`src/rse_pkg.sv`:
```
// shared types, field constants and the gf(2^8) multiply for the rs parity encoder
// no dependencies; used by every module under src
package rse_pkg;

    // field polynomial x^8+x^4+x^3+x^2+1 and primitive element
    localparam logic [8:0] FIELD_POLY   = 9'h11D;
    localparam logic [7:0] FIELD_ALPHA  = 8'h02;
    localparam int         RESET_DEGREE = 10;
    localparam int         CFG_WIDTH    = 5;

    // queue status towards producer and consumer
    typedef struct packed {
        logic full;
        logic empty;
    } t_q_stat;

    // gf(2^8) multiply, msb-first shift and reduce
    function automatic logic [7:0] gf_mul(input logic [7:0] a, input logic [7:0] b);
        logic [7:0] acc;
        acc = 8'h00;
        for (int bit_idx = 7; bit_idx >= 0; bit_idx--) begin
            acc = {acc[6:0], 1'b0} ^ (acc[7] ? FIELD_POLY[7:0] : 8'h00);
            acc = acc ^ (b[bit_idx] ? a : 8'h00);
        end
        return acc;
    endfunction

endpackage

```
`src/rse_queue.sv`:
```
// small block queue between front end and parity serialiser
// depends on rse_pkg for the status struct
module rse_queue #(
    parameter int W     = 248,
    parameter int DEPTH = 2
) (
    input  logic             i_clk,
    input  logic             i_rst_n,
    input  logic             i_push,
    input  logic [W-1:0]     i_data,
    input  logic             i_pop,
    output logic [W-1:0]     o_data,
    output rse_pkg::t_q_stat o_stat
);

    localparam int PW = (DEPTH > 1) ? $clog2(DEPTH) : 1;
    localparam int CW = $clog2(DEPTH + 1);

    logic [W-1:0]  r_mem [DEPTH];
    logic [PW-1:0] r_wptr;
    logic [PW-1:0] r_rptr;
    logic [CW-1:0] r_count;
    logic          w_push;
    logic          w_pop;

    assign w_push = i_push && !o_stat.full;
    assign w_pop  = i_pop && !o_stat.empty;

    // storage, no reset needed
    always_ff @(posedge i_clk) begin
        if (w_push) begin
            r_mem[r_wptr] <= i_data;
        end
    end

    // pointers and fill count
    always_ff @(posedge i_clk) begin
        if (!i_rst_n) begin
            r_wptr  <= '0;
            r_rptr  <= '0;
            r_count <= '0;
        end else begin
            if (w_push) begin
                r_wptr <= (r_wptr == PW'(DEPTH - 1)) ? '0 : r_wptr + PW'(1);
            end
            if (w_pop) begin
                r_rptr <= (r_rptr == PW'(DEPTH - 1)) ? '0 : r_rptr + PW'(1);
            end
            if (w_push && !w_pop) begin
                r_count <= r_count + CW'(1);
            end else if (w_pop && !w_push) begin
                r_count <= r_count - CW'(1);
            end
        end
    end

    assign o_data       = r_mem[r_rptr];
    assign o_stat.full  = (r_count == CW'(DEPTH));
    assign o_stat.empty = (r_count == '0);

endmodule

```
`config.mk`:
```
export PLATFORM = sky130hd
export DESIGN_NAME = rse_queue
export DESIGN_NICKNAME = d
export VERILOG_FILES = /design/src/rse_pkg.sv /design/src/rse_queue.sv
export SDC_FILE = /design/constraint.sdc
export NUM_CORES = 1
export LEC_CHECK = 0
export ABC_CLOCK_PERIOD_IN_PS = 13500
export BUFFER_PORTS_ARGS = -buffer_cell sky130_fd_sc_hd__buf_2
export CAP_MARGIN = 5
export CORE_ASPECT_RATIO = 0.5
export CORE_MARGIN = 1
export CORE_UTILIZATION = 48
export DETAILED_ROUTE_END_ITERATION = 8
export PLACE_DENSITY = 0.79
export SLEW_MARGIN = 0
export SYNTH_ARGS = -nofsm -noshare
export SYNTH_HDL_FRONTEND = slang
export SYNTH_SLANG_ARGS = --single-unit
```
`constraint.sdc`:
```
create_clock -name i_clk -period 13.5 [get_ports i_clk]
set_clock_uncertainty 0.15 [all_clocks]
set_input_delay 2.7 -clock i_clk [delete_from_list [all_inputs] [get_ports i_clk]]
set_output_delay 2.7 -clock i_clk [all_outputs]
set_load 0.02 [all_outputs]
```
After elaboration in Yosys (flattened, before gate mapping) --
Memories as Yosys holds them, arrays and structs flattened. A register that Yosys moved wholly into a read port is not among the register bits. Cells that the tools add are included.
Word-level totals: register bits after elaboration 4, bits in writable memories 496, input bits 252, output and inout port bits 250, word-level logic and storage cells 27, memories kept 1
Memory list:
- r_mem | depth 2, bits a word 248, rd ports 1, clocked after memory_dff 1, wr ports 1, line rse_queue.sv:19 | logic [W-1:0] r_mem [DEPTH];
Cells by class: add/subtract/negate cells 4, equal/unequal tests 1, mux-type cells 8, reductions and logical operators 10
Operator list (number):
- $mux W1 | 6
- $logic_and A1 B1 Y1 | 4
- $logic_not A1 Y1 | 4
- $mux W2 | 2
- $add A1 B1 Y1 const B | 2
- $add A2 B1 Y2 const B | 1
- $eq A2 B2 Y1 const B | 1
- $logic_not A2 Y1 | 1
- $reduce_bool A2 Y1 | 1
- $sub A2 B1 Y2 const B | 1

Longest topological paths before layout --
depth after elaboration 7, depth in mapped cells 7, mapped depth without buffers 7

Worst setup path after synthesis --
Ideal clock, no wire load.
kind input to register, start point input i_push, end point register r_wptr, library setup time 0.102 ns, arrival 12.996 ns, required time 13.248 ns, setup slack 0.253 ns, stages 3, path buffers 0, cells stage by stage inv_1 nor3_2 o21a_1
On the way: longest elaborated chain between the ends 1
Ends and longest elaborated chain:
- start, declared | line rse_queue.sv:9 | input logic i_push,
- $logic_and A1 B1 Y1 | line rse_queue.sv:26 | assign w_push = i_push && !o_stat.full;
- end signal, assigned | line rse_queue.sv:44 | r_wptr <= (r_wptr == PW'(DEPTH - 1)) ? '0 : r_wptr + PW'(1);
- end, declared | line rse_queue.sv:20 | logic [PW-1:0] r_wptr;
No other way between the ends. A chain may end at the register's enable or synchronous reset.

==> flow_summary.ini <==
[grt]
antenna_found_initial = 8
track_usage_pct = 19.2
grt_overflow = 0
gr-usage-met2_pct = 36.2
grt_max_degree = 176
met1_usage_pct = 21.9
first_global_vias = 9813
grtUsageMet3_pct = 3.45
top_usage_layer = met2
grt_pass1_wl_um = 58200

[floorplan]
die-area_sq_um = 40500
num_rows = 51
ioPinCount = 502
start_util_pct = 48.8
die_y_um = 143
core_area_sq_um = 39000
fp.dieW_um = 284

[synth]
ys_ff_latch = 501
synth.top_cell.area_share_pct = 78.3
synth_top_area_cell = edfxtp_1
syn_inst = 797
ys_seq_area_share_pct = 78.8
synthTopCellsByArea = edfxtp_1 78%, mux2_4 16%, mux2_2 2.8%
synth_warnings = 0
synth_nets = 1050
postSynthAreaPerCell_sq_um = 23.9
synth.cell_area_sq_um = 19000
ys_types = 23

[power_and_ir_drop]
total_power_w = 0.00463
ir_drop_v = 0.000122
p_leak_nw = 9.01
powerDensity_nw_per_um2 = 199

[worst_setup_path]
cp_slowest_cell = dfxtp_4
rr_startpoint = r_count[0]
regToRegSetupSlack_ps = 10420
cp-start-kind = flop
worst_r2r_endpoint = r_mem[0][71]
cp_num_cells = 3
required_ps = 10650
critPathArrivalTime_ps = 3040
crit_chain = buf_12 -> mux2_4 -> buf_2
critPathTopFamily = flip-flops
r2r_cells = 5
path_class = reg2out
path_max_fanout = 142
critical-path-max-stage-delay_ps = 950
cp-endpoint = o_data[120]
path_buf_inv = 2
endpoint_kind = output port

[routing]
drc = 0
postRouteAntennaNets = 0
drt_iter0_drc = 582
vias = 9436
wirelength_um = 41700
post_drt_wl_per_cell_um = 22.1
avgViaCountPerCell = 5.00
first_pass_iters = 5

[final_layout]
final_util_pct = 59.8
fin_area_sq_um = 23300
multi_input_area_sq_um = 3680
final_nets = 1575
drive_gt1_share_pct = 60.3
area_growth_pct = 22.5
seqCellArea_sq_um = 15000
final_common_cell = buf_2
fill_cells = 2840
layout_common_cells = 501 x buf_2, 496 x edfxtp_1, 200 x mux2_4, 48 x mux2_2, 45 x clkbuf_16

[timing]
setup_violations = 0
hold_viol = 0
slew_headroom_pct = 23.1
drv_slew = 0
worstMarginPinSlew_ps = 1150
period_minus_slack_ps = 5890
fin_ws_ps = 7610
fin_setup_tns_ps = 0
finalCritPeriodShare_pct = 43.6
rsz0062_at_grt = false
fmax_mhz = 170

[clock_network]
clkTransAtPathRegs_ps = 60
clock_latency_ps = 540
numCtsBuffers = 45
htree_levels = 2
ctsHoldBuffers = 0
root_buffer = clkbuf_16
cts_resized = 0
cts_setup_buffers = 0
cts.sinks = 501
clockBufferDepth = 3
cts_tree = yes

[min_path]
holdCritPathClass = reg2reg
min_path_cells = 2

[placement]
place_area_sq_um = 21900
dp_hpwl_um = 28600
place_ws_ps = 8050
gp_congestion = 0.827
io_buffers = 501

[status]
status = finished clean

[run]
maxCapViolCount = 0
-- cells in the mapped netlist (all sizes together) --
cell type  number
mux2          248
nor3            1
dfxtp           5
a21boi          2
and3            1
and2            3
xor2            1
nor2            2
edfxtp        496
o21ai           2
nand2b          1
o21a            1
xnor2           2
or3             1
ha              1
buf            28
inv             2
-- area by class of cell --
| cell class | instances | share of cell area [%] |
|---|---|---|
| flip-flops and latches | 501 | 64.3 |
| multi-input cells | 266 | 15.8 |
| repair buffers | 506 | 11.1 |
| clock buffers | 60 | 5.11 |
| well taps | 530 | 2.84 |
| clock inverters | 19 | 0.757 |
| diodes | 5 | 0.0537 |
| inverters | 2 | 0.0322 |
-- worst min-delay path, stage by stage (launching register included) --
cell,delay (ps)
dfxtp_1,340
o21ai_0,90
a21boi_1,60
-- through the flow --
stage          hold slack (ps)  instances
4_1_cts                    392       1884
5_1_grt                    459       1888
2_1_floorplan              333        797
6_report                   395       1889
3_3_place_gp               353       1805
3_5_place_dp               382       1805
-- power breakdown --
part	total [W]	leakage [nW]	switching, W	internal, W
logic	0.00138	3.67	0.000787	0.000590
registers	0.00204	4.67	0.0000783	0.00196
clock network	0.00122	0.667	0.000539	0.000679
total	0.00463	9.01	0.00140	0.00323
-- worst min path at each step --
stage / startpoint / endpoint / slack [ps]
2_1_floorplan: r_count[1] / r_count[1] / 330
3_3_place_gp: r_count[1] / r_count[1] / 350
3_5_place_dp: r_count[1] / r_count[1] / 380
4_1_cts: r_count[1] / r_count[1] / 390
5_1_grt: r_count[1] / r_count[1] / 460
6_report: r_count[1] / r_count[1] / 390
-- cells by family after synthesis --
| logic type | share of synthesized area, % |
|---|---|
| AO/OA/AOI/OAI | 0.171 |
| flip-flops | 78.8 |
| buffers and inverters | 1.89 |
| multiplexers | 18.6 |
| adder cells (fa/ha/maj) | 0.0658 |
| XOR/XNOR | 0.138 |
| AND/OR/NAND/NOR | 0.289 |
-- metal layers --
layer,vias up,wire length (um)
met5,-,50
met1,4845,15400
met2,253,23200
li1,4229,-
met3,101,1720
met4,8,1350
-- state kept, by name (all words and copies together), names as in the netlist, named ones only --
name     flops
r_mem      496
r_count      2
r_rptr       1
r_wptr       1
No activity file was read; power rests on OpenSTA's default activity.
