--- src/rse_pkg.sv ---
// shared types, field constants and the gf(2^8) multiply for the rs parity encoder
// no dependencies; used by every module under src
package rse_pkg;

    // field polynomial x^8+x^4+x^3+x^2+1 and primitive element
    localparam logic [8:0] FIELD_POLY   = 9'h11D;
    localparam logic [7:0] FIELD_ALPHA  = 8'h02;
    localparam int         RESET_DEGREE = 10;
    localparam int         CFG_WIDTH    = 5;

    // queue status towards producer and consumer
    typedef struct packed {
        logic full;
        logic empty;
    } t_q_stat;

    // gf(2^8) multiply, msb-first shift and reduce
    function automatic logic [7:0] gf_mul(input logic [7:0] a, input logic [7:0] b);
        logic [7:0] acc;
        acc = 8'h00;
        for (int bit_idx = 7; bit_idx >= 0; bit_idx--) begin
            acc = {acc[6:0], 1'b0} ^ (acc[7] ? FIELD_POLY[7:0] : 8'h00);
            acc = acc ^ (b[bit_idx] ? a : 8'h00);
        end
        return acc;
    endfunction

endpackage

--- src/rse_front.sv ---
// front end: request intake and remainder lfsr of the rs parity encoder
// depends on rse_pkg; feeds rse_queue with one remainder snapshot per block
module rse_front #(
    parameter int MAX_DEGREE = 30,
    parameter int DW         = 5
) (
    input  logic                       i_clk,
    input  logic                       i_rst_n,
    input  logic                       i_push,
    input  logic [7:0]                 i_data_byte,
    input  logic                       i_block_end,
    input  logic                       i_clear,
    input  logic                       i_gen_busy,
    input  logic [MAX_DEGREE-1:0][7:0] i_coeffs,
    input  logic [DW-1:0]              i_degree,
    input  rse_pkg::t_q_stat           i_q_stat,
    output logic                       o_full,
    output logic                       o_q_push,
    output logic [MAX_DEGREE*8+DW-1:0] o_q_data
);

    logic [MAX_DEGREE-1:0][7:0] r_rem;
    logic [MAX_DEGREE-1:0][7:0] n_rem;
    logic [7:0]                 w_factor;
    logic                       w_accept;

    // hold off while the generator is rebuilt or the queue has no room
    assign o_full   = i_gen_busy || i_q_stat.full;
    assign w_accept = i_push && !o_full;

    // shift and fold in one byte; taps above the degree stay zero
    assign w_factor = i_data_byte ^ r_rem[0];
    always_comb begin
        for (int j = 0; j < MAX_DEGREE - 1; j++) begin
            n_rem[j] = r_rem[j+1] ^ rse_pkg::gf_mul(i_coeffs[j], w_factor);
        end
        n_rem[MAX_DEGREE-1] = rse_pkg::gf_mul(i_coeffs[MAX_DEGREE-1], w_factor);
    end

    // remainder register, cleared at block end and on degree change
    always_ff @(posedge i_clk) begin
        if (!i_rst_n || i_clear) begin
            r_rem <= '0;
        end else if (w_accept) begin
            if (i_block_end) begin
                r_rem <= '0;
            end else begin
                r_rem <= n_rem;
            end
        end
    end

    assign o_q_push = w_accept && i_block_end;
    assign o_q_data = {i_degree, n_rem};

endmodule

--- config.mk ---
export PLATFORM = sky130hd
export DESIGN_NAME = rse_front
export DESIGN_NICKNAME = d
export VERILOG_FILES = /design/src/rse_pkg.sv /design/src/rse_front.sv
export SDC_FILE = /design/constraint.sdc
export NUM_CORES = 2
export LEC_CHECK = 0
export BUFFER_PORTS_ARGS = -buffer_cell sky130_fd_sc_hd__buf_2
export CAP_MARGIN = 15
export CORE_MARGIN = 10
export CORE_UTILIZATION = 66
export CTS_CLUSTER_DIAMETER = 50
export DETAILED_ROUTE_END_ITERATION = 6
export PLACE_DENSITY = 0.92
export SYNTH_ARGS = -nofsm -noshare
export SYNTH_HDL_FRONTEND = slang
export SYNTH_SLANG_ARGS = --single-unit
--- constraint.sdc ---
create_clock -name i_clk -period 5.7 [get_ports i_clk]
set_input_delay 1.14 -clock i_clk [delete_from_list [all_inputs] [get_ports i_clk]]
set_output_delay 1.14 -clock i_clk [all_outputs]
set_load 0.02 [all_outputs]
### After elaboration in Yosys (flattened, before gate mapping)

Cells that the tools add are included.

* register bits: 240
* output and inout port bits: 247

* multiplexer cells: 451
* bitwise gates (word level): 450
* reductions and logical operators: 6

Operators by type and width (count)
* $mux 8: 240
* $xor 8x8->8: 240
* $xor 8x5->8: 210
* $mux 5: 210
* $mux 240: 1
* $logic_and 1x1->1: 2
* $logic_not 1->1: 2
* $logic_or 1x1->1: 2

### Logic depth before layout (Yosys ltp)

* depth after elaboration: 25
* depth in mapped cells: 14
* mapped depth without buffers: 8

### Least setup slack after synthesis

OpenSTA, ideal clock, no wires.

* path type: input to output
* start: input i_coeffs[71] (netlist name)
* end: output o_q_data[67]
* data arrival time: 3.491 ns
* path slack: 1.069 ns
* stages on the path: 8
* cells stage by stage: clkbuf_1 > clkinv_1 > nor2_1 > xnor2_2 > xnor3_1 > xnor2_2 > xnor3_1 > xnor2_1

* longest elaborated chain between the ends: 18
* elaborated cells between the ends (all ways): 27

RTL lines
* start, declared: RTL line rse_front.sv:14 `input logic [MAX_DEGREE-1:0][7:0] i_coeffs,`
* $mux 8: RTL line rse_pkg.sv:23 `acc = acc ^ (b[bit_idx] ? a : 8'h00);`
* $mux 5: RTL line rse_pkg.sv:22 `acc = {acc[6:0], 1'b0} ^ (acc[7] ? FIELD_POLY[7:0] : 8'h00);`
* $xor 8x5->8: RTL line rse_pkg.sv:22
* $xor 8x8->8: RTL line rse_pkg.sv:23
* $xor 8x5->8: RTL line rse_pkg.sv:22
* $xor 8x8->8: RTL line rse_pkg.sv:23
* $xor 8x5->8: RTL line rse_pkg.sv:22
* $xor 8x8->8: RTL line rse_pkg.sv:23
* [2 not listed]
* $xor 8x5->8: RTL line rse_pkg.sv:22
* $xor 8x8->8: RTL line rse_pkg.sv:23
* $mux 5 / $xor 8x5->8 (equally long branches): RTL line rse_pkg.sv:22
* $xor 8x5->8 / $xor 8x8->8 (equally long branches): RTL line rse_pkg.sv:22, rse_pkg.sv:23
* $xor 8x8->8 *: RTL line rse_pkg.sv:23
* $xor 8x5->8 *: RTL line rse_pkg.sv:22
* $xor 8x8->8 *: RTL line rse_pkg.sv:23
* $xor 8x8->8 *: RTL line rse_front.sv:35 `n_rem[j] = r_rem[j+1] ^ rse_pkg::gf_mul(i_coeffs[j], w_factor);`
* end, declared: RTL line rse_front.sv:19 `output logic [MAX_DEGREE*8+DW-1:0] o_q_data`

Mark *: on every way between the ends. The rest lies on a longest branch, timed or not.

### Worst setup path after layout

* start: input i_data_byte[6]
* end: output o_q_data[220]

* longest elaborated chain between the ends: 18
* elaborated cells between the ends (all ways): 21

RTL lines
* start, declared: RTL line rse_front.sv:10 `input logic [7:0] i_data_byte,`
* $xor 8x8->8 *: RTL line rse_front.sv:32 `assign w_factor = i_data_byte ^ r_rem[0];`
* $mux 8 *: RTL line rse_pkg.sv:23
* $xor 8x8->8 *: RTL line rse_pkg.sv:23
* $mux 5 / $xor 8x5->8 (equally long branches): RTL line rse_pkg.sv:22
* $xor 8x5->8 *: RTL line rse_pkg.sv:22
* $xor 8x8->8 *: RTL line rse_pkg.sv:23
* $xor 8x5->8 *: RTL line rse_pkg.sv:22
* $xor 8x8->8 *: RTL line rse_pkg.sv:23
* [2 not listed]
* $xor 8x5->8 *: RTL line rse_pkg.sv:22
* $xor 8x8->8 *: RTL line rse_pkg.sv:23
* $mux 5 / $xor 8x5->8 (equally long branches): RTL line rse_pkg.sv:22
* $xor 8x5->8 *: RTL line rse_pkg.sv:22
* $xor 8x8->8 *: RTL line rse_pkg.sv:23
* $xor 8x5->8 *: RTL line rse_pkg.sv:22
* $xor 8x8->8 *: RTL line rse_pkg.sv:23
* $xor 8x8->8 *: RTL line rse_front.sv:35

Marked as above.

==> out/results.txt <==
Drt pass-1 iters: 7
Pin count of the biggest net entering global routing: 107
Worst setup SP type: input port
Clock Pin Slew Worst Setup and Hold Paths: 0.05 ns
Maximum clock rate: 0.182 GHz
Routed WL: 152000 microns
Crit Path Category: in -> out
DR vias/cell: 6.41
Failing checks: DRC
Outcome: finished with violations
Ys async rst share: 0%
Residual DRC count: 3
Total Routing Usage GR: 38.5%
Vias: 42500
Top_reg_cell synth: dfxtp_1
Resize count post-CTS: 0
Clk_skew: 0.0305 ns
Setup bufs post-CTS: 0
Die width: 273 microns
CP Cell Sequence: buf_2 -> xor2_4 -> buf_12 -> buf_4 -> nand2_1 -> xnor2_2 -> xor2_1 -> xnor3_1 -> xnor2_1 -> buf_2
M1 WL: 50100 microns
Max-slew violation count: 0
WHS Endpoint: r_rem[87]
Final Cycle Share: 96.1%
Min-delay src: r_rem[87]
Post-route ant nets: 0
Worst-margin pin slew: 1.15 ns
Distinct cells, synth: 48
Iteration-0 DRC Markers: 6321
Initial antenna violation count: 37
Seq pwr share: 8.1%
Hold WC Path Type: reg -> reg
Flop-to-flop setup slack: 2.09 ns
CP Capture Type: primary output
Sequential share of the synthesized area: 11.3%
Worst flop-to-flop path endpoint: r_rem[87]
Syn Inst Count: 5611
Vias in the first global route: 42300
Syn Area/Cell: 7.55 sq um
Clk sinks: 240
Layout Nets: 5972
Worst Hold Depth: 2
Global route overflow: 0
CTS tree: yes
Ys Warns: 0
Final Wtd Congestion: 0.935
Worst path slowest cell: xor2_1
Area leader, netlist: xnor2_1
Fin Setup TNS: 0 ns
Area share of the largest cell type after synthesis: 26.7%
Clk Latency, worst-skew pair: 0.62 ns
Final hold vios: 0
RSZ-0062 raised after global routing: no
Final setup viols: 0
Worst IR Drop VDD: 0.539 mV
Max-Cap Viols: 0
Post-synth top cells: nand2_1, xnor2_1, xor2_1
DR WL met2: 68200 microns
Starting Density: 66.9%
Global-route wire length before repair: 232000 microns
Maximum buffer depth of the clock tree: 3
I/O pins: 508
Core area: 0.0633 sq mm
Final Non-Filler Cells: 6631
Rel. slew slack: 22.7%
Worst Path Max Fanout: 73
P_leak: 0.0203 uW
Max Used Layer: met5
Die height: 273 microns
Net Sw Frac: 51.9%
Int Pwr: 10600 uW
CTS Hold Bufs: 0
Wire length on met3: 22300 microns
# fillers: 4084
Largest reg by FF count: r_rem
Delay-heaviest family, CP: XOR/XNOR gates
Most frequent CP cell: buf_2
Area grow syn2layout: 9.81%
CTS buffer count: 51
Max FFs per register: 240
Die ar.: 0.0747 sq mm
DR WL/cell: 22.9 microns
Most frequent cell after synthesis: nand2_1
Placed insts: 6504
PortBufs: 496
Top Registers: r_rem x240
Critical path arrival: 4.34 ns
Root buf cell: clkbuf_16
EDFF count, synth: 0
Clk pwr share: 15.0%
WP data required: 4.56 ns
FF+latch count, synth: 240
Max incr delay on CP: 0.57 ns
Largest cells by area after synthesis: xnor2_1, nand2_1, xnor3_1, dfxtp_1, xor2_1
Layout cell share with drive strength beyond 1: 13.3%
# rows: 92
Total number of H-tree levels: 2
Final core occ: 73.5%
Min Tclk post-route: 5.48 ns
Post-DP HPWL: 100000 microns
Bufs and invs on worst path: 4
Worst R2R Start: r_rem[7]
Synth Net Count: 5872
Pwr dens: 474 mW/mm^2
Combinational power share: 76.9%
Synthesized cell area: 0.0424 sq mm
P_sw: 11400 uW
Cells on worst reg2reg path: 10
-- stage by stage --
step	instance area [sq um]	hold slack (ns)	total power (uW)	setup WS [ns]
after global placement	44600	0.452	18000	0.473
after floorplan	42400	0.444	13600	1.07
final	46500	0.463	22000	0.220
after detailed placement	44600	0.456	18200	0.464
after CTS	46400	0.462	21700	0.422
after global routing	46500	0.489	22700	0.216
-- power by group through the flow --
stage,registers (uW),clock network (uW),logic [uW]
CTS,1790,3300,16600
detailed placement,1820,0,16400
finish,1790,3310,16900
floorplan,1800,0,11800
global route,1790,3370,17600
global placement,1820,0,16200
-- worst max path at each step --
stage                    from            end  slack (ns)  cells past startpoint
6_report       i_data_byte[6]  o_q_data[220]        0.22                     10
5_1_grt        i_data_byte[7]  o_q_data[173]        0.22                     10
4_1_cts        i_data_byte[7]  o_q_data[147]        0.42                      8
3_5_place_dp   i_data_byte[6]  o_q_data[165]        0.46                     10
3_3_place_gp   i_data_byte[7]  o_q_data[147]        0.47                      8
2_1_floorplan    i_coeffs[71]   o_q_data[67]        1.07                      8
-- layout make-up --
| class | count | area (sq um) | area share, % |
|---|---|---|---|
| inverter | 33 | 124 | 0.266 |
| antenna | 32 | 80.1 | 0.172 |
| sequential | 240 | 4800 | 10.3 |
| clock inverter | 38 | 490 | 1.05 |
| timing repair buffer | 595 | 3600 | 7.74 |
| tap | 846 | 1060 | 2.28 |
| multi-input combinational | 4790 | 35000 | 75.3 |
| clock buffer | 57 | 1350 | 2.90 |
-- worst register-to-register path: cells and delay by family (launching register included) --
family / cells / cell delay [ns]
simple gates: 2 / 0.51
compound gates: 1 / 0.14
buf+inv: 2 / 0.62
flops: 1 / 0.49
xor+xnor: 5 / 1.78
-- cell usage in the layout (no fill, tap or decap), types with 4 or more instances in the layout --
master and count:
a21boi_0 4, a21oi_1 120, a221oi_1 17, a22o_1 71
a22oi_1 189, and2_1 5, and3_1 4, buf_12 30
buf_2 496, buf_4 69, bufinv_16 8, clkbuf_16 52
clkinv_4 9, clkinvlp_4 9, dfxtp_1 240, diode_2 32
inv_1 31, inv_6 7, mux2i_1 78, nand2_1 1612
nand3_1 11, nor2_1 266, nor2b_1 114, nor3_1 20
o21a_1 6, o21ai_0 72, o22ai_1 86, or3_1 8
xnor2_1 1280, xnor2_2 51, xnor3_1 229, xor2_1 491
xor2_2 6, xor2_4 8, xor3_1 14
-- cell families (layout without fill, tap and decap cells) --
group                     Yosys count  in the layout  share of synthesized area, %
AOI/OAI and AO/OA                 576            576                          9.10
xor gates and xnor gates         2082           2082                          52.0
buffers and inverters             581            723                          6.57
DFF                               240            240                          11.3
muxes                              78             78                          1.84
other                               0             32                             0
and+or+nand+nor                  2054           2054                          19.2
-- per-layer routing --
| layer | vias to the layer above | global-route usage, % |
|---|---|---|
| met1 | 19600 | 44.2 |
| met4 | 30 | 27.1 |
| met3 | 1038 | 11.8 |
| li1 | 18000 | - |
| met2 | 3798 | 60.6 |
| met5 | - | 0 |
No activity file was read; power rests on OpenSTA's default activity.
