`config.mk`:
```
export PLATFORM = sky130hd
export DESIGN_NAME = rse_gen
export DESIGN_NICKNAME = d
export VERILOG_FILES = /design/src/rse_pkg.sv /design/src/rse_gen.sv
export SDC_FILE = /design/constraint.sdc
export NUM_CORES = 2
export LEC_CHECK = 0
export ABC_AREA = 1
export BUFFER_PORTS_ARGS = -buffer_cell sky130_fd_sc_hd__buf_2
export CORE_AREA = 2 2 452 454
export DETAILED_ROUTE_END_ITERATION = 16
export DIE_AREA = 0 0 454 456
export PLACE_DENSITY = 0.44
export REMOVE_ABC_BUFFERS = 1
export SLEW_MARGIN = 20
export SYNTH_ARGS = -nofsm -noshare
export SYNTH_HDL_FRONTEND = slang
export SYNTH_SLANG_ARGS = --single-unit
```
`constraint.sdc`:
```
create_clock -name i_clk -period 16.7 [get_ports i_clk]
set_input_delay 5.01 -clock i_clk [delete_from_list [all_inputs] [get_ports i_clk]]
set_output_delay 5.01 -clock i_clk [all_outputs]
set_load 0.01 [all_outputs]
```
`src/rse_pkg.sv`:
```
// shared types, field constants and the gf(2^8) multiply for the rs parity encoder
// no dependencies; used by every module under src
package rse_pkg;

    // field polynomial x^8+x^4+x^3+x^2+1 and primitive element
    localparam logic [8:0] FIELD_POLY   = 9'h11D;
    localparam logic [7:0] FIELD_ALPHA  = 8'h02;
    localparam int         RESET_DEGREE = 10;
    localparam int         CFG_WIDTH    = 5;

    // queue status towards producer and consumer
    typedef struct packed {
        logic full;
        logic empty;
    } t_q_stat;

    // gf(2^8) multiply, msb-first shift and reduce
    function automatic logic [7:0] gf_mul(input logic [7:0] a, input logic [7:0] b);
        logic [7:0] acc;
        acc = 8'h00;
        for (int bit_idx = 7; bit_idx >= 0; bit_idx--) begin
            acc = {acc[6:0], 1'b0} ^ (acc[7] ? FIELD_POLY[7:0] : 8'h00);
            acc = acc ^ (b[bit_idx] ? a : 8'h00);
        end
        return acc;
    endfunction

endpackage

```
`src/rse_gen.sv`:
```
// generator polynomial builder and degree register for the rs parity encoder
// depends on rse_pkg
module rse_gen #(
    parameter int MAX_DEGREE = 30,
    parameter int DW         = 5
) (
    input  logic                        i_clk,
    input  logic                        i_rst_n,
    input  logic                        i_start,
    input  logic [rse_pkg::CFG_WIDTH-1:0] i_degree,
    output logic [MAX_DEGREE-1:0][7:0]  o_coeffs,
    output logic [DW-1:0]               o_degree,
    output logic                        o_busy
);

    localparam int RST_DEG = (rse_pkg::RESET_DEGREE > MAX_DEGREE) ? MAX_DEGREE
                                                                  : rse_pkg::RESET_DEGREE;

    logic [MAX_DEGREE-1:0][7:0] r_g;
    logic [MAX_DEGREE-1:0][7:0] n_g;
    logic [MAX_DEGREE-1:0][7:0] w_seed;
    logic [7:0]                 r_root;
    logic [DW-1:0]              r_cnt;
    logic [DW-1:0]              r_deg;
    logic [DW-1:0]              w_deg_clamped;
    logic [DW-1:0]              w_seed_deg;

    // saturate the written degree to 1..MAX_DEGREE
    always_comb begin
        if (i_degree == '0) begin
            w_deg_clamped = DW'(1);
        end else if (int'(i_degree) > MAX_DEGREE) begin
            w_deg_clamped = DW'(MAX_DEGREE);
        end else begin
            w_deg_clamped = DW'(i_degree);
        end
    end

    // seed polynomial: a single one at position degree-1
    assign w_seed_deg = i_rst_n ? w_deg_clamped : DW'(RST_DEG);
    always_comb begin
        for (int j = 0; j < MAX_DEGREE; j++) begin
            w_seed[j] = (DW'(j) == w_seed_deg - DW'(1)) ? 8'h01 : 8'h00;
        end
    end

    // one round: multiply by (x - root), all taps at once
    always_comb begin
        for (int j = 0; j < MAX_DEGREE - 1; j++) begin
            n_g[j] = rse_pkg::gf_mul(r_g[j], r_root) ^ r_g[j+1];
        end
        n_g[MAX_DEGREE-1] = rse_pkg::gf_mul(r_g[MAX_DEGREE-1], r_root);
    end

    // round counter, root and coefficient registers
    always_ff @(posedge i_clk) begin
        if (!i_rst_n) begin
            r_cnt  <= DW'(RST_DEG);
            r_deg  <= DW'(RST_DEG);
            r_root <= 8'h01;
            r_g    <= w_seed;
        end else if (i_start) begin
            r_cnt  <= w_deg_clamped;
            r_deg  <= w_deg_clamped;
            r_root <= 8'h01;
            r_g    <= w_seed;
        end else if (r_cnt != '0) begin
            r_cnt  <= r_cnt - DW'(1);
            r_root <= rse_pkg::gf_mul(r_root, rse_pkg::FIELD_ALPHA);
            r_g    <= n_g;
        end
    end

    assign o_coeffs = r_g;
    assign o_degree = r_deg;
    assign o_busy   = (r_cnt != '0);

endmodule

```
Yosys cells after proc, flatten, opt, wreduce, memory -nomap -nowiden
Cells that the tools add are included.
{ "word_totals": {"out_inout_bits": 246, "reg_bits": 258, "in_bits": 8, "wordCells": 1011} }
{ "op_classes": {"reduce_logical": 5, "n_lt_le_gt_ge": 1, "bitwise_logic": 451, "n_eq_ne": 30, "add_sub_neg": 2, "mux": 489} }
{ "op_table": {"columns": ["operator", "n"], "rows": [
  ["8-bit 2-to-1 mux", 240],
  ["8-bit XOR", 239],
  ["8-bit by 5-bit XOR with 8-bit output", 211],
  ["5-bit 2-to-1 mux", 216],
  ["240-bit 2-to-1 mux", 3],
  ["5-bit == test, first input constant", 14],
  ["4-bit by 5-bit == test with 1-bit output, first input constant", 8],
  ["1-bit 2-to-1 mux", 30],
  ["3-bit by 5-bit == test with 1-bit output, first input constant", 4],
  ["2-bit by 5-bit == test with 1-bit output, first input constant", 2],
  ["5-bit zero test", 2],
  ["5-bit by 1-bit subtractor with 5-bit output, second input constant", 2],
  ["1-bit by 5-bit == test with 1-bit output, first input constant", 1],
  ["5-bit greater-than comparator, second input constant", 1],
  ["5-bit nonzero test", 1],
  ["3-bit by 1-bit inequality test with 1-bit output, second input constant", 1],
  ["2-bit nonzero test", 1],
  ["2-bit OR reduction", 1],
  ["1-bit NOT", 1]
]} }

Logic depth before layout (Yosys ltp)
{ "depth": {"ltp_word": 26, "depth_mapped": 21, "mapped_depth_nobuf": 18} }

Worst setup path after synthesis
No wires, ideal clock.
{ "synth_path": {"path_type": "input-to-reg", "start": "input port i_rst_n", "end": "register r_g, in the netlist o_coeffs[0], enable pin", "path_stages": 5, "path_slack_ns": 4.979, "arrival_ns": 9.876, "path_buffers": 2, "required_time_ns": 14.855, "setup_ns": 1.845, "path_cell_list": "inv_1 -> nor2_1 -> clkbuf_1 -> clkbuf_1 -> nand2_1"} }
{ "synth_between": {"elab_chain_len": 1} }
{ "synth_rtl": {"columns": ["item", "line", "text"], "rows": [
  ["start: declaration", "rse_gen.sv:8", "input logic i_rst_n,"],
  ["3-bit by 1-bit inequality test with 1-bit output (no source line)", null, null],
  ["end signal: assignment", "rse_gen.sv:61", "r_g <= w_seed;"],
  ["end signal: assignment", "rse_gen.sv:66", "r_g <= w_seed;"],
  ["end signal: assignment", "rse_gen.sv:70", "r_g <= n_g;"],
  ["end: declaration", "rse_gen.sv:19", "logic [MAX_DEGREE-1:0][7:0] r_g;"]
]} }
Every way passes these cells.
A chain may end at the register's enable or synchronous reset.

Final worst setup path
{ "layout_path": {"start": "input port i_rst_n", "end": "register r_g, in the netlist o_coeffs[104] (data pin)"} }
{ "layout_between": {"elab_chain_len": 6} }
{ "layout_rtl": {"columns": ["item", "line", "text"], "rows": [
  ["5-bit 2-to-1 mux", "rse_gen.sv:40", "assign w_seed_deg = i_rst_n ? w_deg_clamped : DW'(RST_DEG);"],
  ["5-bit by 1-bit subtractor with 5-bit output", "rse_gen.sv:43", "w_seed[j] = (DW'(j) == w_seed_deg - DW'(1)) ? 8'h01 : 8'h00;"],
  ["4-bit by 5-bit == test with 1-bit output", "rse_gen.sv:43", null],
  ["1-bit 2-to-1 mux", "rse_gen.sv:43", null],
  ["240-bit 2-to-1 mux", "rse_gen.sv:62", "end else if (i_start) begin"],
  ["240-bit 2-to-1 mux *", "rse_gen.sv:57", "if (!i_rst_n) begin"]
]} }
Every way passes the cells marked *; elsewhere a longest branch is shown, timed or not.

==> out/results.txt <==
total number of clock tree sinks: 258
die boundary width: 454 µm
final period utilization: 45.47%
number of flip-flops and latches in the synthesized netlist: 258
buffers inserted during post-CTS setup optimization: 0
number of flops mapped to enable cells by yosys: 240
maximum number of pins on one net before global-route repair: 188
synthesized cell area: 50230 µm²
post-layout min period: 7.594 ns
count leader, synth: sky130_fd_sc_hd__nand2_1
final design area excluding fillers: 54520 µm²
Clock Root Buffer: sky130_fd_sc_hd__clkbuf_16
yosys warns: 0
Skew-Pair Late Insertion Delay: 0.63 ns
net switching power: 986.4 µW
number of input and output port buffers inserted: 253
worst-case setup margin in the final layout: 9.106 ns
wire length of the first global-routing pass: 294700 µm
full die area: 207000 µm²
number of hold buffers added after CTS: 0
WL final: 193100 µm
final clock skew: 0.02114 ns
Least-Margin Pin Slew: 1.092 ns
worst slack at placement: 8.490 ns
remaining routing DRC violations: 0
CP max FO: 113
CP Data Arrival Time: 8.07 ns
Initial Util: 24.90%
relative contribution of combinational cells to total power: 25.8%
max-slew violations: 0
cell leakage power: 25.07 nW
vias per cell: 4.575
top-level I/O count: 254
fraction of power spent switching nets: 39.54%
maximum single-stage delay on the critical path: 0.66 ns
routing usage on met2: 30.58%
TritonCTS clock tree: done
routability-driven placement congestion ratio: 0.8193
post-detailed-route count of antenna-violating nets: 0
launching element of the worst setup path: i_rst_n
synth-to-layout area growth: 8.526%
Pre-antenna DRT Iters: 6
Cell Chain, Critical Path: buf_2 -> inv_1 -> nor2_4 -> buf_12 -> buf_16 -> buf_4 -> inv_2 -> a21oi_1 -> o21ai_0 -> o21ai_0
Critical Path Most Common Cell: sky130_fd_sc_hd__o21ai_0
post-synth cell types: 47
Post-layout nets: 8760
Clock Path Buffers: 3
Reg power frac: 37.0%
Data required, critical path: 17.18 ns
final count of negative-setup-slack endpoints: 0
worst vdd rail ir drop: 0.00006327 V
share of final-layout standard cells stronger than drive strength 1: 5.296%
hold_ws: 0.4714 ns
most used flip-flop cell after synthesis: sky130_fd_sc_hd__edfxtp_1
leading post-synthesis cells by cell area: sky130_fd_sc_hd__nand2_1 31%, sky130_fd_sc_hd__edfxtp_1 14%, sky130_fd_sc_hd__xnor2_1 13%
number of rows in the core area: 165
Commonest cells post-synth: 4171 x sky130_fd_sc_hd__nand2_1, 844 x sky130_fd_sc_hd__inv_1, 746 x sky130_fd_sc_hd__xnor2_1
cell internal power dissipation: 1.508 mW
die height: 456 µm
routed length per placed instance: 16.86 µm
utilization after layout: 27.03%
H-tree levels: 2
count of placed standard cells in the final layout, fillers left out: 11460
async set-reset flop share out of synthesis: 0%
unrepaired setup endpoints after global routing: no
endpoint type of the worst setup path: flip-flop
number of antenna violations at the first check in global routing: 9
placeable core region: 201700 µm²
global router's overall resource usage: 18.13%
Hold Path Class: reg -> reg
number of global-route vias before repair: 49000
min-delay src: o_degree[4]
mean cell area of the mapped netlist: 5.659 µm²
Yosys top cell by area: sky130_fd_sc_hd__nand2_1
placed cell areas: 53130 µm²
CP max-delay cell: sky130_fd_sc_hd__buf_4
worst flop-to-flop path startpoint: r_root[5]
total power density per cell area: 45.76 nW/µm²
Mapped Cells: 8876
number of hold violations in the final report: 0
detailed-route via count: 52400
leftover overflow at the end of global routing: 0
HPWL after DPL: 129100 µm
number of placed cells counting well taps: 11380
type of the setup path with the least slack: in -> reg
power after layout: 2.495 mW
area fraction of the dominant cell type after synthesis: 31.17%
most used routing layer in global routing: met2
number of max-cap violations: 0
clock network fraction of design power: 37.2%
run status: finished clean
total CTS buffers: 41
Rel. slew slack: 27.04%
met3 Use GR: 2.559%
global routing usage on met1: 24.00%
post-cts gate resize count: 0
peak clock frequency supported by timing: 131.7 MHz
Clock transition at path regs: 0.06 ns
sequential share of the synthesized area: 15.06%
starting DRC count in detailed routing: 3587
setup TNS: 0 ns
kind of start point of the critical path: primary input
metal layers:
metal  vias up  wire length [µm]
met5         -                11
met4         2              4726
met3       204             10300
met2      1137             89340
met1     24250             88710
li1      26810                 -
state kept, by name (all words and copies together), names as in the netlist:
signal	cells
o_degree	5
r_cnt	5
r_root	8
o_coeffs	240
power groups by stage:
stage	sequential [mW]	combinational [mW]	clock (mW)
2_1_floorplan	0.913	0.372	0
3_3_place_gp	0.938	0.641	0
3_5_place_dp	0.938	0.647	0
4_1_cts	0.925	0.650	0.964
5_1_grt	0.936	0.721	0.978
6_report	0.923	0.644	0.928
placed cells by master, fill, tap and decap left out, types with 15 or more instances in the layout:
cell type,instances
sky130_fd_sc_hd__a21oi_1,213
sky130_fd_sc_hd__buf_2,253
sky130_fd_sc_hd__buf_4,75
sky130_fd_sc_hd__clkbuf_16,41
sky130_fd_sc_hd__edfxtp_1,240
sky130_fd_sc_hd__inv_1,844
sky130_fd_sc_hd__nand2_1,4170
sky130_fd_sc_hd__nand2_2,15
sky130_fd_sc_hd__nand3_1,675
sky130_fd_sc_hd__nand3b_1,109
sky130_fd_sc_hd__nand4_1,55
sky130_fd_sc_hd__nor2_1,317
sky130_fd_sc_hd__o21ai_0,129
sky130_fd_sc_hd__or2_1,21
sky130_fd_sc_hd__xnor2_1,746
sky130_fd_sc_hd__xnor2_2,17
sky130_fd_sc_hd__xor2_1,719
final timing paths:
kind | end | slack [ns] | depth (start not counted)
max reg2reg | o_coeffs[11] | 11.91 | 17
min reg2reg | o_degree[4] | 0.47 | 2
max | o_coeffs[104] | 9.11 | 10
min | o_degree[4] | 0.47 | 2
area by class of cell:
class                   instances  area [µm²]
fillers                     22560      147200
flip-flops and latches        258        7597
diodes                          3       7.507
clock inverters                24       269.0
repair buffers                334        1957
multi-input cells            7266       37070
well taps                    2672        3343
clock buffers                  49        1086
inverters                     849        3187
worst max-delay path, delay by kind of cell:
family,cells,cell delay (ns)
and+or+nand+nor,1,0.18
buffers and inverters,6,2.29
AOI/OAI and AO/OA,3,0.44
logic make-up after synthesis:
logic type | Yosys count | synth area share [%]
AND/OR/NAND/NOR | 5396 | 43.51
adder cells (fa/ha/maj) | 2 | 0.04981
AO/OA/AOI/OAI | 383 | 3.973
buffers and inverters | 1352 | 11.17
flip-flops | 258 | 15.06
XOR/XNOR | 1485 | 26.24
(Power assumes the default switching activity.)
