`src/rse_pkg.sv`:
```
// shared types, field constants and the gf(2^8) multiply for the rs parity encoder
// no dependencies; used by every module under src
package rse_pkg;

    // field polynomial x^8+x^4+x^3+x^2+1 and primitive element
    localparam logic [8:0] FIELD_POLY   = 9'h11D;
    localparam logic [7:0] FIELD_ALPHA  = 8'h02;
    localparam int         RESET_DEGREE = 10;
    localparam int         CFG_WIDTH    = 5;

    // queue status towards producer and consumer
    typedef struct packed {
        logic full;
        logic empty;
    } t_q_stat;

    // gf(2^8) multiply, msb-first shift and reduce
    function automatic logic [7:0] gf_mul(input logic [7:0] a, input logic [7:0] b);
        logic [7:0] acc;
        acc = 8'h00;
        for (int bit_idx = 7; bit_idx >= 0; bit_idx--) begin
            acc = {acc[6:0], 1'b0} ^ (acc[7] ? FIELD_POLY[7:0] : 8'h00);
            acc = acc ^ (b[bit_idx] ? a : 8'h00);
        end
        return acc;
    endfunction

endpackage

```
`src/rse_back.sv`:
```
// back end: serialises one remainder snapshot into parity bytes
// depends on rse_pkg; drains rse_queue
module rse_back #(
    parameter int MAX_DEGREE = 30,
    parameter int DW         = 5
) (
    input  logic                       i_clk,
    input  logic                       i_rst_n,
    input  logic [MAX_DEGREE*8+DW-1:0] i_q_data,
    input  rse_pkg::t_q_stat           i_q_stat,
    output logic                       o_q_pop,
    input  logic                       i_pop,
    output logic                       o_empty,
    output logic [7:0]                 o_parity_byte,
    output logic                       o_parity_last
);

    logic [MAX_DEGREE-1:0][7:0] r_par;
    logic [DW-1:0]              r_cnt;
    logic                       w_take;
    logic                       w_load;

    assign o_empty = (r_cnt == '0);
    assign w_take  = i_pop && !o_empty;

    // refill from the queue when idle or as the final byte leaves
    assign w_load  = !i_q_stat.empty && (o_empty || (w_take && r_cnt == DW'(1)));
    assign o_q_pop = w_load;

    // parity byte count
    always_ff @(posedge i_clk) begin
        if (!i_rst_n) begin
            r_cnt <= '0;
        end else if (w_load) begin
            r_cnt <= i_q_data[MAX_DEGREE*8 +: DW];
        end else if (w_take) begin
            r_cnt <= r_cnt - DW'(1);
        end
    end

    // parity shift register, head at index 0
    always_ff @(posedge i_clk) begin
        if (w_load) begin
            r_par <= i_q_data[MAX_DEGREE*8-1:0];
        end else if (w_take) begin
            r_par <= {8'h00, r_par[MAX_DEGREE-1:1]};
        end
    end

    assign o_parity_byte = r_par[0];
    assign o_parity_last = (r_cnt == DW'(1));

endmodule

```
`config.mk`:
```
export PLATFORM = sky130hd
export DESIGN_NAME = rse_back
export DESIGN_NICKNAME = d
export VERILOG_FILES = /design/src/rse_pkg.sv /design/src/rse_back.sv
export SDC_FILE = /design/constraint.sdc
export NUM_CORES = 1
export LEC_CHECK = 0
export BUFFER_PORTS_ARGS = -buffer_cell sky130_fd_sc_hd__buf_4
export CAP_MARGIN = 10
export CORE_MARGIN = 2
export CORE_UTILIZATION = 54
export CTS_CLUSTER_DIAMETER = 80
export DETAILED_ROUTE_END_ITERATION = 10
export HOLD_SLACK_MARGIN = 0.06
export PLACE_DENSITY = 0.88
export SLEW_MARGIN = 15
export SYNTH_ARGS = -nofsm -noshare
export SYNTH_HDL_FRONTEND = slang
export SYNTH_SLANG_ARGS = --single-unit
```
`constraint.sdc`:
```
create_clock -name i_clk -period 9.7 [get_ports i_clk]
set_input_delay 0 -clock i_clk [delete_from_list [all_inputs] [get_ports i_clk]]
set_output_delay 0 -clock i_clk [all_outputs]
set_load 0.05 [all_outputs]
```
======== After elaboration in Yosys (flattened, before gate mapping) ========
Cells that the tools add are included.
cells by class
  eq/ne operators ......................... 1
  reductions and logical operators ........ 8
  add/sub/neg operators ................... 1
  muxes and demuxes ....................... 4
operators with widths
  operator                                           number
  2-to-1 mux 240 bit                                 2
  2-to-1 mux 5 bit                                   2
  == test 5 x 1 -> 1 bit (second input constant)     1
  zero test 5 bit                                    1
  subtractor 5 x 1 -> 5 bit (second input constant)  1
  logical AND 1 bit                                  3
  zero test 1 bit                                    2
  nonzero test 2 bit                                 1
  logical OR 1 bit                                   1
storage, ports and cells
  input port bits ......................... 250
  word-level logic and storage cells ...... 45
  flip-flop bits (word level) ............. 245
  output and inout port bits .............. 11

======== Logic depth before layout (Yosys ltp) ========
Gate-level depths: netlist of the first run.
  depth after elaboration ................. 7
  depth in mapped cells ................... 10
  gate-level depth less buffers ........... 7

======== Worst setup path before layout of the first run ========
No wires, ideal clock.
  path type ............................... register to register
  start point ............................. register r_cnt[0]
  end point ............................... register r_par (netlist bit o_parity_byte[0]) (enable)
  slack ................................... 2223 ps
  clock period less this slack ............ 7477 ps
  arrival ................................. 6833 ps
  path buffers ............................ 0
  stages on the path, launching flop included .. 6
  required time ........................... 9055 ps
  setup time .............................. 645 ps
  cells stage by stage .................... dfxtp_1 -> inv_1 -> ha_1 -> or4b_2 -> and2_1 -> nand2b_1
between the ends
  word-level cells in the longest chain between the ends .. 7
  elaborated cells on any way between the ends .. 8
  classes of those cells .................. eq/ne (1); reduce/logical (7)
ends and longest elaborated chain
  item                            line            text
  start, declared                 rse_back.sv:19  logic [DW-1:0] r_cnt;
  start signal, assigned          rse_back.sv:35  r_cnt <= i_q_data[MAX_DEGREE*8 +: DW];
  start signal, assigned          rse_back.sv:37  r_cnt <= r_cnt - DW'(1);
  zero test 5 bit                 rse_back.sv:23  assign o_empty = (r_cnt == '0);
  zero test 1 bit                 rse_back.sv:24  assign w_take = i_pop && !o_empty;
  logical AND 1 bit               rse_back.sv:24
  logical AND 1 bit               rse_back.sv:27  assign w_load = !i_q_stat.empty && (o_empty || (w_take && r_cnt == DW'(1)));
  logical OR 1 bit                rse_back.sv:27
  logical AND 1 bit               rse_back.sv:27
  nonzero test 2 bit (no line) *  n/a
  end signal, assigned            rse_back.sv:44  r_par <= i_q_data[MAX_DEGREE*8-1:0];
  end signal, assigned            rse_back.sv:46  r_par <= {8'h00, r_par[MAX_DEGREE-1:1]};
  end, declared                   rse_back.sv:18  logic [MAX_DEGREE-1:0][7:0] r_par;
Mark *: on every way between the ends. The rest lies on a longest branch, timed or not.
A chain may end at the register's enable or synchronous reset.

======== Final worst setup path of the first run ========
  start point ............................. register r_cnt[2]
  end point ............................... register r_par[98] (netlist bit) (enable)
The elaborated chain is that of the path after synthesis.

==> results.py, run 1 <==
metrics = {
    "timing": {
        "tightestPinTransition_ps": 1138,
        "slew_violations": 0,
        "max_slew_margin_pct": 24.11,
        "hold_viol": 0,
        "period_share_pct": 38.42,
        "setup_viol": 0,
        "grt_setup_unrepaired": "false",
        "fmax_mhz": 268.3,
        "fin_crit_ps": 3726,
        "fin_setup_tns_ps": 0,
        "fin_skew_ps": 15.24,
    },
    "worst_setup_path": {
        "worstSetupPathType": "reg2reg",
        "cp_cell_sequence": "or3_1 > or3_4 > nand2b_4 > buf_4",
        "r2r-start": "r_cnt[2]",
        "r2r_cells": 4,
        "start_kind": "register",
        "crit_path_max_fanout": 90,
        "worst_path_largest_cell_delay_ps": 990,
        "crit_required_ps": 9810,
        "arrival_ps": 3840,
        "worst_setup_path_end_kind": "register",
        "r2r_setup_slack_ps": 5970,
        "reg2reg_to": "r_par[98]",
        "cp-startpoint": "r_cnt[2]",
        "critical_path.endpoint": "r_par[98]",
        "cp_slowest_cell": "buf_4",
    },
    "synth": {
        "synth.net_count": 1299,
        "synth_area_per_cell_um2": 10.28,
        "synth_warnings": 0,
        "synth_cells": 1046,
        "ys_seq_elements": 245,
        "syn_area_um2": 10750,
        "synth.yosys.seq_area_share_pct": 67.98,
        "ys_types": 30,
    },
    "floorplan": {
        "die_w_um": 145.1,
        "pin_count": 261,
        "start_util_pct": 55.05,
        "num_rows": 51,
        "die-area_um2": 21050,
        "core_area_um2": 19530,
        "fp.dieH_um": 145.1,
    },
    "detailed_routing": {
        "drt_iter0_markers": 751,
        "ant_nets": 0,
        "dr.pass1.iters": 5,
        "detail_route.wl_per_cell_um": 19.07,
        "routed_via_density": 5.317,
        "via_count": 9639,
        "wl_um": 34580,
        "drc_errors": 0,
    },
    "placed_design": {
        "globalplace.congestion": 0.8165,
        "numPortBuffers": 259,
        "dp_hpwl_um": 14920,
        "dp_cells": 1514,
    },
    "power": {
        "p_switching_mw": 2.022,
        "powerDensity_nw_per_um2": 334.5,
        "leakage_nw": 7.228,
        "comb_power_share_pct": 37.1,
        "seqPwrFrac_pct": 44.8,
        "vdd_drop_max_mv": 0.2006,
        "internal_power_mw": 3.279,
        "swShare_pct": 38.15,
        "p_clk_share_pct": 18.1,
    },
    "layout": {
        "fin_util_pct": 81.17,
        "fin_nets": 1780,
        "final_cell_mix": "nand2_1 (698), buf_4 (264), dlygate4sd3_1 (251), edfxtp_1 (240), clkbuf_16 (25)",
        "synthToLayoutAreaGrowth_pct": 47.46,
        "drive_above_1_share_pct": 19.55,
        "instances_no_fill": 1813,
        "final_common_cell": "nand2_1",
    },
    "cts": {
        "cts.sinks": 245,
        "worstSkewPairLatency_ps": 510,
        "clockBufferDepth": 3,
        "cts_tree": "yes",
        "clk_pin_slew_ps": 70,
        "cts_made_buffers": 25,
        "cts-root-buf": "clkbuf_16",
        "h-tree-depth": 1,
        "postCtsSetupRepairBufs": 0,
    },
    "global_routing": {
        "grt_pass1_wl_um": 53830,
        "grt.total_usage_pct": 32.41,
        "grt_pass1_vias": 10360,
        "grt_max_degree": 139,
        "antenna_found_initial": 3,
        "grt_overflow": 0,
    },
    "flow_run": {
        "cap_violations": 0,
    },
    "status": {
        "status": "finished, final reports clean",
    },
    "hold_path": {
        "min_path_type": "in2reg",
    },
}
==> stage by stage <==
stage	hold WS, ps	cell area [µm²]	total power, mW	setup WS [ps]
after floorplan	133.4	10750	3.867	2223
after global placement	243.2	12540	3.943	6103
after detailed placement	246.7	12540	4.041	6039
after CTS	279.6	15840	5.086	6026
after global routing	291.4	15850	5.583	5744
final	292.5	15850	5.302	5974
==> critical path: cells and delay by family (launching register included) <==
| family | cells | cell delay, ps |
|---|---|---|
| flops | 1 | 370 |
| buf+inv | 1 | 990 |
| simple gates | 3 | 1870 |
==> worst min-delay path by stage <==
stage	from	to	cells past startpoint
2_1_floorplan	i_rst_n	r_cnt[4]	1
3_3_place_gp	i_q_data[244]	r_cnt[4]	2
3_5_place_dp	i_q_data[244]	r_cnt[4]	2
4_1_cts	i_q_data[181]	r_par[181]	4
5_1_grt	i_q_data[181]	r_par[181]	4
6_report	i_q_data[181]	r_par[181]	4
==> state kept, by name (all words and copies together), names as in the netlist <==
signal / count
o_parity_byte: 8
r_cnt: 5
r_par: 232
==> timing repair <==
item                      4_1_cts  5_1_grt
hold buffers                  251        0
gates resized for setup         0        0
hold endpoints to repair      245        0
==> logic make-up after synthesis <==
kind of cell               Yosys count  synth area share, %
and+or+nand+nor                    719                25.61
DFF                                245                67.98
buffers and inverters               66                5.226
AOI/OAI and AO/OA                   11               0.6751
adders and majority gates            3               0.3492
xor gates and xnor gates             2               0.1630
==> power by group through the flow <==
stage          Combinational (mW)  Sequential (mW)  Clock, mW
6_report                     1.97             2.38      0.960
5_1_grt                      2.16             2.41       1.01
4_1_cts                      1.82             2.31      0.947
3_5_place_dp                 1.71             2.33          0
3_3_place_gp                 1.64             2.30          0
2_1_floorplan                1.41             2.46          0
==> cells in the mapped netlist (all sizes together) <==
master  instances  area [µm²]
or4b            1       10.01
nand2         698        2620
dfxtp           5       100.1
inv             5       21.27
and2            9       56.30
xnor2           1       8.760
o211a           1       10.01
or4             1       7.510
nor3b           1       12.51
xor2            1       8.760
edfxtp        240        7207
clkbuf          2       7.510
nor3            2       10.01
o211ai          2       15.01
nand2b          1       6.260
nand3           2       10.01
o31ai           1       7.510
ha              3       37.54
or3             2       12.51
o21ai           2       10.01
a21oi           3       15.01
buf            59       533.0
a21boi          1       7.510
a211oi          1       7.510
nor2            2       7.510
==> metal layers <==
| metal | track usage (%) | up-vias | part of all wire, % |
|---|---|---|---|
| li1 | - | 4336 | - |
| met1 | 35.32 | 4473 | 33 |
| met2 | 58.26 | 642 | 52 |
| met3 | 6.635 | 188 | 8.3 |
| met4 | 19.36 | 0 | 6.6 |
| met5 | 0 | - | 0 |
==> final cells by class <==
cell class / count / area (µm²)
flip-flops and latches: 245 / 7307
repair buffers: 515 / 4494
fillers: 954 / 3676
multi-input cells: 735 / 2893
clock buffers: 30 / 644.4
well taps: 265 / 331.6
clock inverters: 15 / 148.9
inverters: 5 / 23.77
diodes: 3 / 7.507
(Power assumes the default switching activity.)
==> run 2: changes to the inputs <==
==> constraint.sdc (replaced) <==
create_clock -name i_clk -period 3.65 [get_ports i_clk]
set_input_delay 0 -clock i_clk [delete_from_list [all_inputs] [get_ports i_clk]]
set_output_delay 0 -clock i_clk [all_outputs]
set_load 0.05 [all_outputs]
==> run 2 against run 1 <==
Via count grew 0.19%. Cell area is 1.2% higher. Fmax rose by 32%. Critical path type unchanged.
==> results.py, run 2 (same netlist as run 1, synthesis figures left out) <==
metrics = {
    "hold_path": {
        "min_path_type": "in2reg",
        "min_from": "i_q_stat[0]",
        "hold_end": "r_par[218]",
        "min_path_cells": 5,
    },
    "floorplan": {
        "pin_count": 261,
        "die-area_um2": 21050,
        "start_util_pct": 55.05,
        "core_area_um2": 19530,
        "fp.dieH_um": 145.1,
        "num_rows": 51,
        "die_w_um": 145.1,
    },
    "timing": {
        "tightestPinTransition_ps": 1036,
        "fin_hold_ws_ps": 130.4,
        "fin_skew_ps": 17.90,
        "grt_setup_unrepaired": "false",
        "hold_viol": 0,
        "fin_setup_tns_ps": 0,
        "setup_viol": 0,
        "fmax_mhz": 353.4,
        "period_share_pct": 77.54,
        "slew_violations": 0,
        "fin_crit_ps": 2830,
        "max_slew_margin_pct": 30.91,
    },
    "worst_setup_path": {
        "cp_cell_sequence": "inv_1 > ha_1 > a21oi_1 > or3_4 > buf_12 > o21ai_0 > a21oi_1 > dlygate4sd3_1",
        "reg2reg_to": "r_cnt[0]",
        "crit_buf_inv": 3,
        "worst_path_largest_cell_delay_ps": 670,
        "worstSetupPathType": "reg2reg",
        "crit_required_ps": 4120,
        "cp_common_cell": "a21oi_1",
        "r2r_setup_slack_ps": 820,
        "crit_path_max_fanout": 239,
        "worst_setup_path_end_kind": "register",
        "start_kind": "register",
        "cp_slowest_cell": "buf_12",
        "worst-path-stages": 8,
        "cp-startpoint": "r_cnt[0]",
        "arrival_ps": 3300,
        "crit_family": "buffers and inverters",
        "r2r_cells": 8,
        "r2r-start": "r_cnt[0]",
    },
    "layout": {
        "synthToLayoutAreaGrowth_pct": 49.25,
        "fin_nets": 1782,
        "final_common_cell": "nand2_1",
        "drive_above_1_share_pct": 20.08,
        "final_cell_area_um2": 16040,
        "top_register": "r_par",
        "largest_reg_flops": 232,
        "final_cell_mix": "nand2_1 (698), buf_4 (260), dlygate4sd3_1 (250), edfxtp_1 (240), clkbuf_16 (27)",
        "instances_no_fill": 1817,
    },
    "cts": {
        "clk_pin_slew_ps": 70,
        "clockBufferDepth": 3,
        "cts-root-buf": "clkbuf_16",
        "cts.sinks": 245,
        "cts_tree": "yes",
        "h-tree-depth": 1,
        "worstSkewPairLatency_ps": 530,
        "cts_made_buffers": 26,
    },
    "power": {
        "vdd_drop_max_mv": 0.6896,
        "leakage_nw": 7.328,
        "powerDensity_nw_per_um2": 909.4,
    },
    "flow_run": {
        "cap_violations": 0,
    },
    "detailed_routing": {
        "drt_iter0_markers": 809,
        "detail_route.wl_per_cell_um": 19.62,
        "drc_errors": 0,
        "via_count": 9657,
        "wl_um": 35650,
        "routed_via_density": 5.315,
        "ant_nets": 0,
        "dr.pass1.iters": 5,
    },
    "placed_design": {
        "dp_cells": 1516,
        "dp_hpwl_um": 14870,
        "placed_cell_area_um2": 12630,
        "globalplace.congestion": 0.7971,
        "numPortBuffers": 259,
    },
    "global_routing": {
        "grt_overflow": 0,
        "grt_pass1_wl_um": 54590,
        "grt_max_degree": 240,
        "grt_pass1_vias": 10290,
        "antenna_found_initial": 3,
        "grt.total_usage_pct": 33.23,
    },
    "status": {
        "status": "finished, final reports clean",
    },
}
[run 2: cell types whose count changed in the layout (fill, tap and decap cells not counted)]
cell           delta
clkbuf_16         +2
buf_4             -4
dlygate4sd3_1     -1
clkinvlp_4        -2
clkbuf_1          -1
buf_12            +6
bufinv_16         +2
clkinv_4          +1
inv_6             +1
clkinv_1          -3
clkinv_2          +3
[run 2: layout make-up]
class	count	area (µm²)
sequential	245	7307
timing repair buffer	516	4574
fill	918	3483
multi-input combinational	735	2893
clock buffer	31	690.7
tap	265	331.6
clock inverter	17	215.2
inverter	5	23.77
antenna	3	7.507
[run 2: how the worst max path moves through the flow]
stage | to
floorplan | o_parity_byte[0]
global placement | r_par[220]
detailed placement | r_par[206]
CTS | r_cnt[0]
global route | r_cnt[0]
finish | r_cnt[0]
[run 2: per-layer routing]
layer,track usage [%],wire length (µm),vias to the layer above
met2,59.98,18260,650
met5,0,0,-
met1,37.59,12520,4505
li1,-,-,4340
met4,16.72,2023,0
met3,6.509,2844,162
[run 2: timing repair]
| item | CTS | global route |
|---|---|---|
| gates resized for setup | 0 | 0 |
| hold endpoints to repair | 245 | 0 |
| hold buffers | 250 | 0 |
| setup buffers | 0 | 0 |
[run 2: power breakdown]
group / switching (mW) / internal, mW
Sequential: 0.615 / 5.71
Clock: 1.15 / 1.71
Combinational: 3.78 / 1.63
Total: 5.54 / 9.05
[run 2: tightest hold or removal path, delay by kind of cell]
kind | cells | cell delay (ps)
buf+inv | 2 | 180
simple gates | 3 | 310
[run 2: through the flow]
stage          worst slack [ps]  utilization, %  power, mW
2_1_floorplan             179.2               -      9.917
3_3_place_gp               1203           64.67      10.58
3_5_place_dp               1118           64.67      10.86
4_1_cts                   823.0           82.12      13.95
5_1_grt                   579.1           82.16      15.31
6_report                  820.0           82.16      14.59
==> run 3: changes to the inputs <==
--- a/config.mk
+++ b/config.mk
@@ -8,11 +8,11 @@
 export BUFFER_PORTS_ARGS = -buffer_cell sky130_fd_sc_hd__buf_4
 export CAP_MARGIN = 10
 export CORE_MARGIN = 2
-export CORE_UTILIZATION = 54
+export CORE_UTILIZATION = 48
 export CTS_CLUSTER_DIAMETER = 80
 export DETAILED_ROUTE_END_ITERATION = 10
 export HOLD_SLACK_MARGIN = 0.06
-export PLACE_DENSITY = 0.88
+export PLACE_DENSITY = 0.83
 export SLEW_MARGIN = 15
 export SYNTH_ARGS = -nofsm -noshare
 export SYNTH_HDL_FRONTEND = slang
==> constraint.sdc (replaced) <==
create_clock -name i_clk -period 2.3 [get_ports i_clk]
set_input_delay 0 -clock i_clk [delete_from_list [all_inputs] [get_ports i_clk]]
set_output_delay 0 -clock i_clk [all_outputs]
set_load 0.05 [all_outputs]
==> run 3 against run 2 <==
Critical endpoint is now r_par[190]. Via count grew 0.63%. Largest cell class unchanged. Cell area grew 2.5%. Wire length shrank 0.14%. First-iteration DRC count grew 8.7%.
==> results.py, run 3 (same netlist as run 1, synthesis figures left out) <==
metrics = {
    "power": {
        "powerDensity_nw_per_um2": 1444,
        "leakage_nw": 7.539,
        "internal_power_mw": 14.89,
        "vdd_drop_max_mv": 0.6726,
        "p_total_mw": 23.75,
        "p_switching_mw": 8.861,
        "p_clk_share_pct": 17.9,
        "comb_power_share_pct": 40.5,
        "swShare_pct": 37.31,
        "seqPwrFrac_pct": 41.6,
    },
    "layout": {
        "top_register": "r_par",
        "regArea_um2": 7308,
        "n_fill_cell": 1221,
        "largest_reg_flops": 232,
        "final_common_cell": "nand2_1",
        "drive_above_1_share_pct": 22.18,
        "synthToLayoutAreaGrowth_pct": 53.02,
        "multi_input_area_um2": 2915,
        "fin_nets": 1812,
        "final_cell_mix": "nand2_1 (697), buf_4 (276), dlygate4sd3_1 (247), edfxtp_1 (240), clkbuf_16 (30)",
        "final_cell_area_um2": 16450,
    },
    "global_routing": {
        "grt_pass1_wl_um": 52300,
        "grt.total_usage_pct": 28.40,
        "grt_max_degree": 100,
        "grt_overflow": 0,
        "grt_pass1_vias": 10110,
        "antenna_found_initial": 6,
    },
    "worst_setup_path": {
        "crit_path_max_fanout": 54,
        "worstSetupPathType": "reg2reg",
        "worst_setup_path_end_kind": "register",
        "crit_required_ps": 2560,
        "arrival_ps": 2530,
        "start_kind": "register",
    },
    "detailed_routing": {
        "ant_nets": 0,
        "drt_iter0_markers": 879,
        "routed_via_density": 5.211,
        "dr.pass1.iters": 6,
        "via_count": 9718,
        "drc_errors": 0,
        "wl_um": 35600,
        "detail_route.wl_per_cell_um": 19.09,
    },
    "timing": {
        "fin_setup_tns_ps": 0,
        "grt_setup_unrepaired": "true",
        "fmax_mhz": 440.6,
        "hold_viol": 0,
        "slew_violations": 0,
        "fin_skew_ps": 25.76,
        "setup_viol": 0,
        "setup_slack_ps": 30.33,
        "max_slew_margin_pct": 79.31,
        "fin_hold_ws_ps": 105.3,
        "fin_crit_ps": 2270,
        "tightestPinTransition_ps": 308.6,
        "period_share_pct": 98.68,
    },
    "cts": {
        "cts_tree": "yes",
        "worstSkewPairLatency_ps": 520,
        "h-tree-depth": 1,
        "cts.sinks": 245,
        "cts-root-buf": "clkbuf_16",
        "clockBufferDepth": 3,
        "cts_made_buffers": 25,
        "clk_pin_slew_ps": 60,
    },
    "placed_design": {
        "numPortBuffers": 259,
        "globalplace.congestion": 0.8712,
        "placed_cell_area_um2": 12840,
        "post-place-ws_ps": 8.096,
        "dp_hpwl_um": 16490,
    },
    "floorplan": {
        "die_w_um": 153.6,
        "core_area_um2": 21890,
        "start_util_pct": 49.10,
        "pin_count": 261,
        "die-area_um2": 23610,
        "fp.dieH_um": 153.6,
        "num_rows": 54,
    },
    "flow_run": {
        "cap_violations": 0,
    },
    "status": {
        "status": "finished, final reports clean",
    },
    "hold_path": {
        "min_path_type": "in2reg",
    },
}
==> run 3: layout make-up <==
cell class / instances / area share [%]
Multi-Input combinational cell: 736 / 17.72
Clock buffer: 27 / 3.849
Sequential cell: 245 / 44.43
Timing Repair inverter: 1 / 0.05325
Inverter: 5 / 0.1902
Timing Repair Buffer: 545 / 30.21
Antenna cell: 7 / 0.1065
Tap cell: 280 / 2.130
Clock inverter: 19 / 1.301
==> run 3: stage by stage <==
| stage | util (%) | cells |
|---|---|---|
| 2_1_floorplan | - | 1046 |
| 3_3_place_gp | 58.66 | 1552 |
| 3_5_place_dp | 58.66 | 1552 |
| 4_1_cts | 74.10 | 1850 |
| 5_1_grt | 75.14 | 1865 |
| 6_report | 75.14 | 1865 |
==> run 3: power by group through the flow <==
stage               Sequential (mW)  Clock, mW  Combinational [mW]
floorplan                      9.53          0                5.81
global placement               9.67          0                7.61
detailed placement             9.78          0                7.93
CTS                            9.72       4.22                8.52
global route                   10.0       4.44                10.5
finish                         9.88       4.25                9.62
==> run 3: what timing repair did <==
action                                 4_1_cts  5_1_grt
setup endpoints to repair                  104      290
gates resized for setup                      5       10
buffers inserted                             4        0
pin swaps                                    1        1
endpoints found under the hold margin      245        0
hold buffers                               247        0
cloned                                       1        9
==> run 3: per-layer routing <==
layer / vias to the layer above / share of wire, % / track usage, %
met5: - / 0 / 0
met4: 0 / 4.8 / 14.59
met3: 120 / 8.3 / 5.665
met2: 587 / 53 / 52.21
met1: 4598 / 34 / 30.96
li1: 4413 / - / -
==> run 3: critical path, stage by stage (launching register included) <==
cell and delay, ps:
dfxtp_1 330, or3_1 400, or3_4 440, buf_4 200
buf_12 200, buf_12 200, nand2_1 120, nand2_1 90
==> run 3: worst paths after layout <==
check              start          to  slack, ps  cells past startpoint
max             r_cnt[4]  r_par[190]         30                      7
min          i_q_stat[0]  r_par[221]        110                      5
max reg2reg     r_cnt[4]  r_par[190]         30                      7
min reg2reg   r_par[105]   r_par[97]        510                      2
